[src/design/sva_pkg.sv]
// ----------------------------------------------------------------------------
// sva_pkg: shared types and constants of the voice allocator
// Voice count, request and result payloads, the search token handed along
// the cell chain and the write bundle broadcast to the cells.
// ----------------------------------------------------------------------------
package sva_pkg;

  localparam int VOICE_COUNT = 8;
  localparam int IDX_W       = (VOICE_COUNT > 1) ? $clog2(VOICE_COUNT) : 1;
  localparam int ENT_W       = 16;
  localparam int CH_W        = 4;
  localparam int LEN_W       = 24;
  localparam int NOW_W       = 31;
  localparam int END_W       = 32;
  localparam int LEFT_W      = END_W + 2;

  // Time left must be below this for a voice to be stolen
  localparam logic signed [LEFT_W-1:0] BEST_INIT = 34'sh0_7fff_ffff;

  // Sub-channel codes
  localparam logic [CH_W-1:0] CH_NONE = 4'b0000;
  localparam logic [CH_W-1:0] CH_ANY  = 4'b1111;

  // Request codes; the fourth code does nothing
  typedef enum logic [1:0] {
    ACT_START = 2'd0,
    ACT_STOP  = 2'd1,
    ACT_CLEAR = 2'd2
  } action_t;

  typedef struct packed {
    logic [1:0]             action;
    logic [ENT_W-1:0]       entity;
    logic signed [CH_W-1:0] entity_channel;
    logic [LEN_W-1:0]       sound_length;
    logic [NOW_W-1:0]       now;
    logic                   audible;
  } req_t;

  typedef struct packed {
    logic       granted;
    logic [2:0] voice_index;
    logic       playing;
    logic       was_active;
  } res_t;

  // Search token walking the chain
  typedef struct packed {
    logic              valid;
    logic              done;
    logic              found;
    logic [IDX_W-1:0]  idx;
    logic [LEFT_W-1:0] best;
    logic              was;
  } cand_t;

  // Table update broadcast to all cells
  typedef struct packed {
    logic             we;
    logic             clr;
    logic             stop;
    logic [IDX_W-1:0] idx;
    logic [ENT_W-1:0] owner;
    logic [CH_W-1:0]  sub;
    logic [END_W-1:0] end_time;
    logic             active;
  } cell_wr_t;

endpackage

[src/design/sva_if.sv]
// ----------------------------------------------------------------------------
// sva_if: request and result channels of the voice allocator
// Valid/ready channels; a transfer happens when both are high at a clock edge.
// ----------------------------------------------------------------------------
interface sva_req_if;
  import sva_pkg::*;
  logic valid;
  logic ready;
  req_t payload;

  modport source (output valid, output payload, input ready);
  modport sink (input valid, input payload, output ready);
endinterface

interface sva_res_if;
  import sva_pkg::*;
  logic valid;
  logic ready;
  res_t payload;

  modport source (output valid, output payload, input ready);
  modport sink (input valid, input payload, output ready);
endinterface

[src/design/sound_voice_allocator.sv]
// ----------------------------------------------------------------------------
// sound_voice_allocator: voice table with voice stealing
// Start, stop and clear requests on a table of playback voices, searched by
// a token walking a chain of voice cells.
// ----------------------------------------------------------------------------
//   channel   dir   payload                                         handshake
//   req       in    action, entity, entity_channel, sound_length,   valid/ready
//                   now, audible
//   res       out   granted, voice_index, playing, was_active       valid/ready
//   cfg       in    view_entity (cfg_wr_data)                       cfg_wr_en
//
// For each request the search token moves one cell per cycle along the voice
// chain after a launch register feeds it in; the scan state then latches it,
// the done state writes the table and the result register, and the block
// returns to idle for the next request transfer.
// Reset clears the table and the listener entity.
// A new request is taken while the previous result still waits; if the
// result register is still full at write time, the block holds there.
// ----------------------------------------------------------------------------
module sound_voice_allocator import sva_pkg::*; (
  input  logic             clk,
  input  logic             rst,
  sva_req_if.sink          req,
  sva_res_if.source        res,
  input  logic             cfg_wr_en,
  input  logic [ENT_W-1:0] cfg_wr_data
);

  typedef enum logic [1:0] {
    S_IDLE,
    S_SCAN,
    S_DONE
  } state_t;

  state_t           state;
  logic [ENT_W-1:0] view_entity;
  req_t             cur;
  logic             launch;
  cand_t            fin;
  logic             res_valid;
  res_t             res_data;

  cand_t            chain [VOICE_COUNT+1];
  logic [VOICE_COUNT-1:0] tok_v;
  cell_wr_t         wr;
  logic             res_free;
  logic [IDX_W+2:0] idx_ext;
  logic             start_hit;
  logic             stop_hit;

  assign req.ready     = (state == S_IDLE);
  assign res.valid     = res_valid;
  assign res.payload   = res_data;
  assign res_free      = !res_valid || res.ready;

  // Feed a fresh token into the first cell
  always_comb begin
    chain[0]       = '0;
    chain[0].valid = launch;
    chain[0].best  = BEST_INIT;
  end

  // Voice cells
  for (genvar g = 0; g < VOICE_COUNT; g++) begin : g_cell
    sva_cell u_cell (
      .clk         (clk),
      .rst         (rst),
      .cell_idx    (IDX_W'(g)),
      .req         (cur),
      .view_entity (view_entity),
      .wr          (wr),
      .cand_in     (chain[g]),
      .cand_out    (chain[g+1])
    );
    assign tok_v[g] = chain[g+1].valid;
  end

  // Build the table update from the finished search
  always_comb begin
    start_hit   = (cur.action == ACT_START) && fin.found;
    stop_hit    = (cur.action == ACT_STOP) && fin.found;
    wr          = '0;
    wr.idx      = fin.idx;
    wr.owner    = cur.entity;
    wr.sub      = cur.entity_channel;
    wr.stop     = stop_hit;
    wr.active   = start_hit && cur.audible;
    wr.end_time = (start_hit && cur.audible) ?
                  ({1'b0, cur.now} + {8'b0, cur.sound_length}) : '0;
    if ((state == S_DONE) && res_free) begin
      wr.we  = start_hit || stop_hit;
      wr.clr = (cur.action == ACT_CLEAR);
    end
    idx_ext = {3'b000, fin.idx};
  end

  // Sequence one request and hold the result
  always_ff @(posedge clk) begin
    if (rst) begin
      state       <= S_IDLE;
      view_entity <= '0;
      launch      <= 1'b0;
      res_valid   <= 1'b0;
    end else begin
      launch <= (state == S_IDLE) && req.valid;
      if (cfg_wr_en) begin
        view_entity <= cfg_wr_data;
      end
      // Drop a delivered result unless a new one is loaded now
      if (res_valid && res.ready && (state != S_DONE)) begin
        res_valid <= 1'b0;
      end
      case (state)
        S_IDLE: begin
          if (req.valid) begin
            cur    <= req.payload;
            state  <= S_SCAN;
          end
        end
        S_SCAN: begin
          if (chain[VOICE_COUNT].valid) begin
            fin   <= chain[VOICE_COUNT];
            state <= S_DONE;
          end
        end
        S_DONE: begin
          if (res_free) begin
            res_valid            <= 1'b1;
            res_data.granted     <= start_hit || stop_hit;
            res_data.voice_index <= (start_hit || stop_hit) ? idx_ext[2:0] : 3'b000;
            res_data.playing     <= start_hit && cur.audible;
            res_data.was_active  <= (start_hit || stop_hit) && fin.was;
            state                <= S_IDLE;
          end
        end
        default: begin
          state <= S_IDLE;
        end
      endcase
    end
  end

`ifndef SYNTH
  // Only one search token is ever in the chain
  a_one_token: assert property (@(posedge clk) disable iff (rst)
    $countones(tok_v) <= 1)
    else $error("more than one token in the voice chain");

  // A request is taken only with the chain empty
  a_take_empty: assert property (@(posedge clk) disable iff (rst)
    (req.valid && req.ready) |-> (tok_v == '0) && !launch)
    else $error("request taken while a search is running");

  // The token leaves the chain only while a search is running
  a_exit_scan: assert property (@(posedge clk) disable iff (rst)
    chain[VOICE_COUNT].valid |-> (state == S_SCAN))
    else $error("token left the chain outside a search");

  // Every table update comes with a result
  a_wr_result: assert property (@(posedge clk) disable iff (rst)
    (wr.we || wr.clr) |=> res_valid)
    else $error("table written without a result");
`endif

endmodule

[src/design/sva_cell.sv]
// ----------------------------------------------------------------------------
// sva_cell: one voice of the allocator table
// Holds one voice and updates the search token passing through it by one
// step of the start or stop scan, handing it on to the next cell.
// ----------------------------------------------------------------------------
module sva_cell import sva_pkg::*; (
  input  logic             clk,
  input  logic             rst,
  input  logic [IDX_W-1:0] cell_idx,
  input  req_t             req,
  input  logic [ENT_W-1:0] view_entity,
  input  cell_wr_t         wr,
  input  cand_t            cand_in,
  output cand_t            cand_out
);

  logic [ENT_W-1:0] owner;
  logic [CH_W-1:0]  sub;
  logic [END_W-1:0] end_time;
  logic             active;

  logic                     own_match;
  logic                     stop_match;
  logic                     protect;
  logic signed [LEFT_W-1:0] left;
  logic signed [LEFT_W-1:0] best_in;
  cand_t                    cand_next;

  // Compare this voice against the request
  always_comb begin
    own_match  = (req.entity_channel != CH_NONE) && (owner == req.entity) &&
                 ((sub == req.entity_channel) || (req.entity_channel == CH_ANY));
    stop_match = (owner == req.entity) && (sub == req.entity_channel);
    protect    = (owner == view_entity) && (req.entity != view_entity) && active;
    left       = $signed({2'b00, end_time}) - $signed({3'b000, req.now});
    best_in    = cand_in.best;
  end

  // Advance the token by one voice
  always_comb begin
    cand_next = cand_in;
    if (!cand_in.done) begin
      case (req.action)
        ACT_START: begin
          if (own_match) begin
            cand_next.found = 1'b1;
            cand_next.done  = 1'b1;
            cand_next.idx   = cell_idx;
            cand_next.was   = active;
          end else if (!protect && (left < best_in)) begin
            cand_next.found = 1'b1;
            cand_next.idx   = cell_idx;
            cand_next.best  = left;
            cand_next.was   = active;
          end
        end
        ACT_STOP: begin
          if (stop_match) begin
            cand_next.found = 1'b1;
            cand_next.done  = 1'b1;
            cand_next.idx   = cell_idx;
            cand_next.was   = active;
          end
        end
        default: begin
          cand_next = cand_in;
        end
      endcase
    end
  end

  // Hold the voice and the outgoing token
  always_ff @(posedge clk) begin
    if (rst) begin
      cand_out <= '0;
    end else begin
      cand_out <= cand_next;
    end
    if (rst || wr.clr) begin
      owner    <= '0;
      sub      <= '0;
      end_time <= '0;
      active   <= 1'b0;
    end else if (wr.we && (wr.idx == cell_idx)) begin
      if (!wr.stop) begin
        owner <= wr.owner;
        sub   <= wr.sub;
      end
      end_time <= wr.end_time;
      active   <= wr.active;
    end
  end

endmodule
[src/flat_wrapper.sv]
// flat-port wrapper written by rule: the top's interface ports become plain ports
module sound_voice_allocator_flat import sva_pkg::*;
  (clk, rst, cfg_wr_en, cfg_wr_data, req_valid, req_payload, req_ready, res_valid, res_payload, res_ready);
  sva_req_if req_i ();
  sva_res_if res_i ();
  input  logic clk;
  input  logic rst;
  input  logic cfg_wr_en;
  input  logic [ENT_W-1:0] cfg_wr_data;
  input wire logic [$bits(req_i.valid)-1:0] req_valid;
  input wire logic [$bits(req_i.payload)-1:0] req_payload;
  output wire logic [$bits(req_i.ready)-1:0] req_ready;
  output wire logic [$bits(res_i.valid)-1:0] res_valid;
  output wire logic [$bits(res_i.payload)-1:0] res_payload;
  input wire logic [$bits(res_i.ready)-1:0] res_ready;
  assign req_i.valid = req_valid;
  assign req_i.payload = req_payload;
  assign req_ready = req_i.ready;
  assign res_valid = res_i.valid;
  assign res_payload = res_i.payload;
  assign res_i.ready = res_ready;
  sound_voice_allocator u_core (.clk(clk), .rst(rst), .req(req_i), .res(res_i), .cfg_wr_en(cfg_wr_en), .cfg_wr_data(cfg_wr_data));
endmodule
[config.mk]
export PLATFORM = sky130hd
export DESIGN_NAME = sound_voice_allocator_flat
export DESIGN_NICKNAME = d
export VERILOG_FILES = /design/src/design/sva_pkg.sv /design/src/design/sva_if.sv /design/src/design/sound_voice_allocator.sv /design/src/design/sva_cell.sv /design/src/flat_wrapper.sv
export SDC_FILE = /design/constraint.sdc
export NUM_CORES = 2
export LEC_CHECK = 0
export ABC_AREA = 0
export BUFFER_PORTS_ARGS = -buffer_cell sky130_fd_sc_hd__buf_4
export CORE_UTILIZATION = 60
export DETAILED_ROUTE_END_ITERATION = 8
export PLACE_DENSITY_LB_ADDON = 0.25
export RECOVER_POWER = 50
export SLEW_MARGIN = 20
export SYNTH_ARGS = -nofsm -noshare
export SYNTH_HDL_FRONTEND = slang
export SYNTH_SLANG_ARGS = --single-unit
[constraint.sdc]
create_clock -name clk -period 8.2 [get_ports clk]
set_input_delay 0.41 -clock clk [delete_from_list [all_inputs] [get_ports clk]]
set_output_delay 0.41 -clock clk [all_outputs]
set_load 0.02 [all_outputs]
==> results.json <==
{
  "status": "finished, violations left",
  "violations": "max-capacitance violations, max-slew violations",
  "timing_hold_violations_final": 0,
  "vdd.ir_drop.worst_mv": 0.212,
  "comb_power_share": 0.113,
  "gr-total-overflow": 0,
  "yosysTopAreaCell": "sky130_fd_sc_hd__dfxtp_1",
  "crit_top_cell": "sky130_fd_sc_hd__clkbuf_2",
  "coreArea_mm2": 0.0824,
  "synth_seq_cells": 812,
  "timing_max_transition_violations_final": 576,
  "layout-drive-gt1-share": 0.0644,
  "normalized_max_slew_margin": -2.05,
  "design_area_mm2": 0.0560,
  "via_per_inst": 6.09,
  "core.rowCount": 105,
  "routed_wirelength_um": 152000,
  "max_slew.worst_pin.slew_ns": 4.57,
  "clock_tree.htree_level_count": 3,
  "pwr-share-seq": 0.445,
  "worstPathRequired_ns": 8.66,
  "finalPower_mw": 9.38,
  "internal-power_mw": 6.97,
  "drtPass1Iterations": 8,
  "largest_incremental_delay_on_the_critical_path_ns": 3.12,
  "grt.total_usage": 0.349,
  "synthesis_warning_total": 0,
  "sw_frac_of_total": 0.257,
  "count_of_flip_flops_with_a_built_in_enable_after_synthesis": 89,
  "final-seq-area_mm2": 0.0171,
  "placement.cell_area_mm2": 0.0521,
  "clock_insertion_delay_worst_skew_ns": 0.67,
  "finalCritPeriodShare": 0.926,
  "critical-path-slowest-cell": "sky130_fd_sc_hd__clkbuf_1",
  "antenna_found_initial": 4,
  "synthMostInstantiatedCell": "sky130_fd_sc_hd__nand2_1",
  "path_depth": 6,
  "synth.cell_area_mm2": 0.0500,
  "clk_pin_slew_ns": 0.06,
  "worst_r2r_path_depth": 22,
  "worst_ep_arrival_time_ns": 8.06,
  "grt_setup_unrepaired": "no",
  "hold-path-cell-count": 3,
  "synth.area.mux_share": 0.0392,
  "cts_made_buffers": 88,
  "die-area_mm2": 0.0846,
  "post_synth_main_area_contributors": "sky130_fd_sc_hd__dfxtp_1 29%, sky130_fd_sc_hd__ha_1 12%, sky130_fd_sc_hd__a21oi_1 6.4%",
  "cell_type_group_with_the_largest_total_delay_on_the_critical_path": "buffers and inverters",
  "clock_sinks": 812,
  "drt_first_iter_violations": 4213,
  "post_synth_xor_area_fraction": 0.0950,
  "synth_top_area_frac": 0.289,
  "syn_nets": 6620,
  "cts_root_buf": "sky130_fd_sc_hd__clkbuf_16",
  "path_class": "in -> reg",
  "die_w_um": 291,
  "postCtsSetupBuffers": 0,
  "grt_pass1_wl_um": 233000,
  "yosys.area_share.adder": 0.128,
  "ys_dominant_reg_cell": "sky130_fd_sc_hd__dfxtp_1",
  "setup-tns-final_ns": 0,
  "dp.final_hpwl_um": 113000,
  "crit_path_cell_trace": "clkbuf_1 -> inv_1 -> o41ai_1 -> clkbuf_2 -> clkbuf_2 -> a21oi_1",
  "synth_seq_area_share": 0.343,
  "hp-class": "in -> reg",
  "yosys.area_share.simple": 0.171,
  "io-pin-count": 107,
  "main_combinational_cell_family_by_area_after_synthesis": "compound AO/OA/AOI/OAI gates",
  "cellLeakagePower_nw": 23.6,
  "timing.fmax_mhz": 132,
  "gp_congestion": 0.982,
  "power_per_cell_area_mw_per_mm2": 168,
  "vias_in_the_first_global_route": 42568,
  "finalNetCount": 6763,
  "avgRoutedWirePerCell_um": 20.8,
  "worst-path-max-fanout": 113,
  "yosys-top-cells-count": "838 x sky130_fd_sc_hd__nand2_1, 723 x sky130_fd_sc_hd__dfxtp_1, 639 x sky130_fd_sc_hd__a21oi_1",
  "area_delta_synth_final_pct": 11.9,
  "buffer_ports.inserted": 106,
  "pin_count_of_the_biggest_net_entering_global_routing": 114,
  "complex_gate_fraction_of_the_synthesized_area": 0.177,
  "critPathBufInv": 4,
  "die_h_um": 291,
  "timing.critical_path.from_type": "primary input",
  "yosysUniqueCellTypes": 95,
  "fillers": 6656,
  "antenna_left": 0,
  "final_setup_violation_count": 0,
  "syn-mean-instance-area_um2": 8.32,
  "finalCriticalPeriod_ns": 7.59,
  "timing.clock.skew_ns": 0.0383,
  "initial_utilization": 0.608,
  "switch_pwr_mw": 2.41,
  "max_cap_viol_count": 8,
  "syn_inst": 6016,
  "route.detailed.drc": 0,
  "setup.worst_path.end_class": "flip-flop",
  "synth_async_sr_flop_share": 0,
  "power.share.clock": 0.442,
  "cts.path.max_buffers": 3,
  "multiInputGateArea_mm2": 0.0306,
  "clock_tree_from_tritoncts": "yes",
  "vias": 44505
}
-- cell type report --
type | instances | area share
diodes | 2 | 0.0000894
clock buffers | 124 | 0.0463
clock inverters | 38 | 0.00798
inverters | 358 | 0.0240
multi-input cells | 4588 | 0.547
flip-flops and latches | 812 | 0.306
well taps | 1070 | 0.0239
repair buffers | 311 | 0.0448
-- registers in the layout, indices dropped and copies added (netlist names) --
signal / flops
u_core.cur: 78
u_core.fin: 5
u_core.g_cell.u_cell.active: 8
u_core.g_cell.u_cell.cand_out: 279
u_core.g_cell.u_cell.end_time: 256
u_core.g_cell.u_cell.owner: 128
u_core.g_cell.u_cell.sub: 32
u_core.launch: 1
u_core.res.payload: 6
u_core.res.valid: 1
u_core.state: 2
u_core.view_entity: 16
-- routing by layer --
| metal | GRT usage | vias up | part of all wire |
|---|---|---|---|
| met5 | 0 | - | 0.000086 |
| met4 | 0.139 | 2 | 0.040 |
| met3 | 0.0539 | 366 | 0.092 |
| met2 | 0.562 | 1932 | 0.45 |
| met1 | 0.469 | 21028 | 0.42 |
| li1 | - | 21177 | - |
-- repair_timing --
item | 4_1_cts | 5_1_grt
hold buffers | 93 | 0
setup endpoints to repair | 0 | 0
resized for setup | 0 | 0
endpoints found under the hold margin | 93 | 0
-- worst reg2reg max path, cell delays in order (launching register included) --
cell and delay [ns]:
sky130_fd_sc_hd__edfxtp_1 0.48, sky130_fd_sc_hd__inv_1 0.72, sky130_fd_sc_hd__ha_1 0.24, sky130_fd_sc_hd__nor2b_1 0.18
sky130_fd_sc_hd__o2111ai_1 0.15, sky130_fd_sc_hd__a21oi_1 0.26, sky130_fd_sc_hd__o211ai_1 0.23, sky130_fd_sc_hd__o311ai_1 0.50
sky130_fd_sc_hd__nand2_1 0.21, sky130_fd_sc_hd__o21ai_1 0.30, sky130_fd_sc_hd__o21ai_0 0.10, sky130_fd_sc_hd__nor2b_1 0.14
sky130_fd_sc_hd__xnor2_1 0.25, sky130_fd_sc_hd__ha_1 0.30, sky130_fd_sc_hd__a21o_1 0.16, sky130_fd_sc_hd__a21o_1 0.18
sky130_fd_sc_hd__a21oi_1 0.18, sky130_fd_sc_hd__o211ai_1 0.17, sky130_fd_sc_hd__a211oi_1 0.75, sky130_fd_sc_hd__o22ai_1 0.20
sky130_fd_sc_hd__or4_2 1.06, sky130_fd_sc_hd__or2_0 0.40, sky130_fd_sc_hd__a21oi_1 0.15
-- cell usage in the layout, fill, tap and decap left out, drive strengths merged, types with 19 or more instances in the layout --
master         n
a211oi        45
a21o         167
a21oi        639
a221o         19
a22o          22
a31oi         57
and2          37
and3          34
buf          122
clkbuf       220
clkinv        22
dfxtp        723
dlygate4sd3   93
edfxtp        89
ha           496
inv          363
mux2i        196
nand2        838
nand2b        43
nand3         68
nand4         99
nor2         526
nor2b         61
nor3          92
nor4          50
o211ai        26
o21a          70
o21ai        184
o21bai        32
o31ai         19
xnor2        331
xor2         212
-- metrics by stage --
| stage | std cells | utilization | hold slack (ns) | setup slack, ns |
|---|---|---|---|---|
| 2_1_floorplan | 6016 | - | 0.386 | 1.22 |
| 3_3_place_gp | 7045 | 0.632 | 0.388 | 1.02 |
| 3_5_place_dp | 7045 | 0.633 | 0.390 | 0.908 |
| 4_1_cts | 7300 | 0.681 | 0.0104 | 0.859 |
| 5_1_grt | 7302 | 0.680 | 0.0579 | 0.247 |
| 6_report | 7303 | 0.680 | 0.0324 | 0.606 |
-- cells by family after synthesis --
logic type,after synthesis
AOI/OAI and AO/OA,1422
xor gates and xnor gates,543
adders and majority gates,505
buffers and inverters,616
DFF,812
muxes,196
and+or+nand+nor,1922
-- final timing paths --
kind	slack [ns]	startpoint	end
worst min-delay path	0.03	cfg_wr_data[6]	u_core.view_entity[6]
worst max register to register	0.71	u_core.cur[2]	u_core.g_cell[5].u_cell.cand_out[1]
worst min register to register	0.40	u_core.g_cell[7].u_cell.cand_out[0]	u_core.fin[0]
worst max-delay path	0.61	rst	u_core.g_cell[4].u_cell.owner[11]
-- power by group through the flow --
stage	clock network (mW)	registers, mW	logic (mW)
after floorplan	0	4.23	0.706
after global placement	0	4.25	0.976
after detailed placement	0	4.26	0.998
after CTS	4.17	4.17	1.04
after global routing	4.33	4.18	1.16
final	4.15	4.17	1.06
No activity file was read; power rests on OpenSTA's default activity.
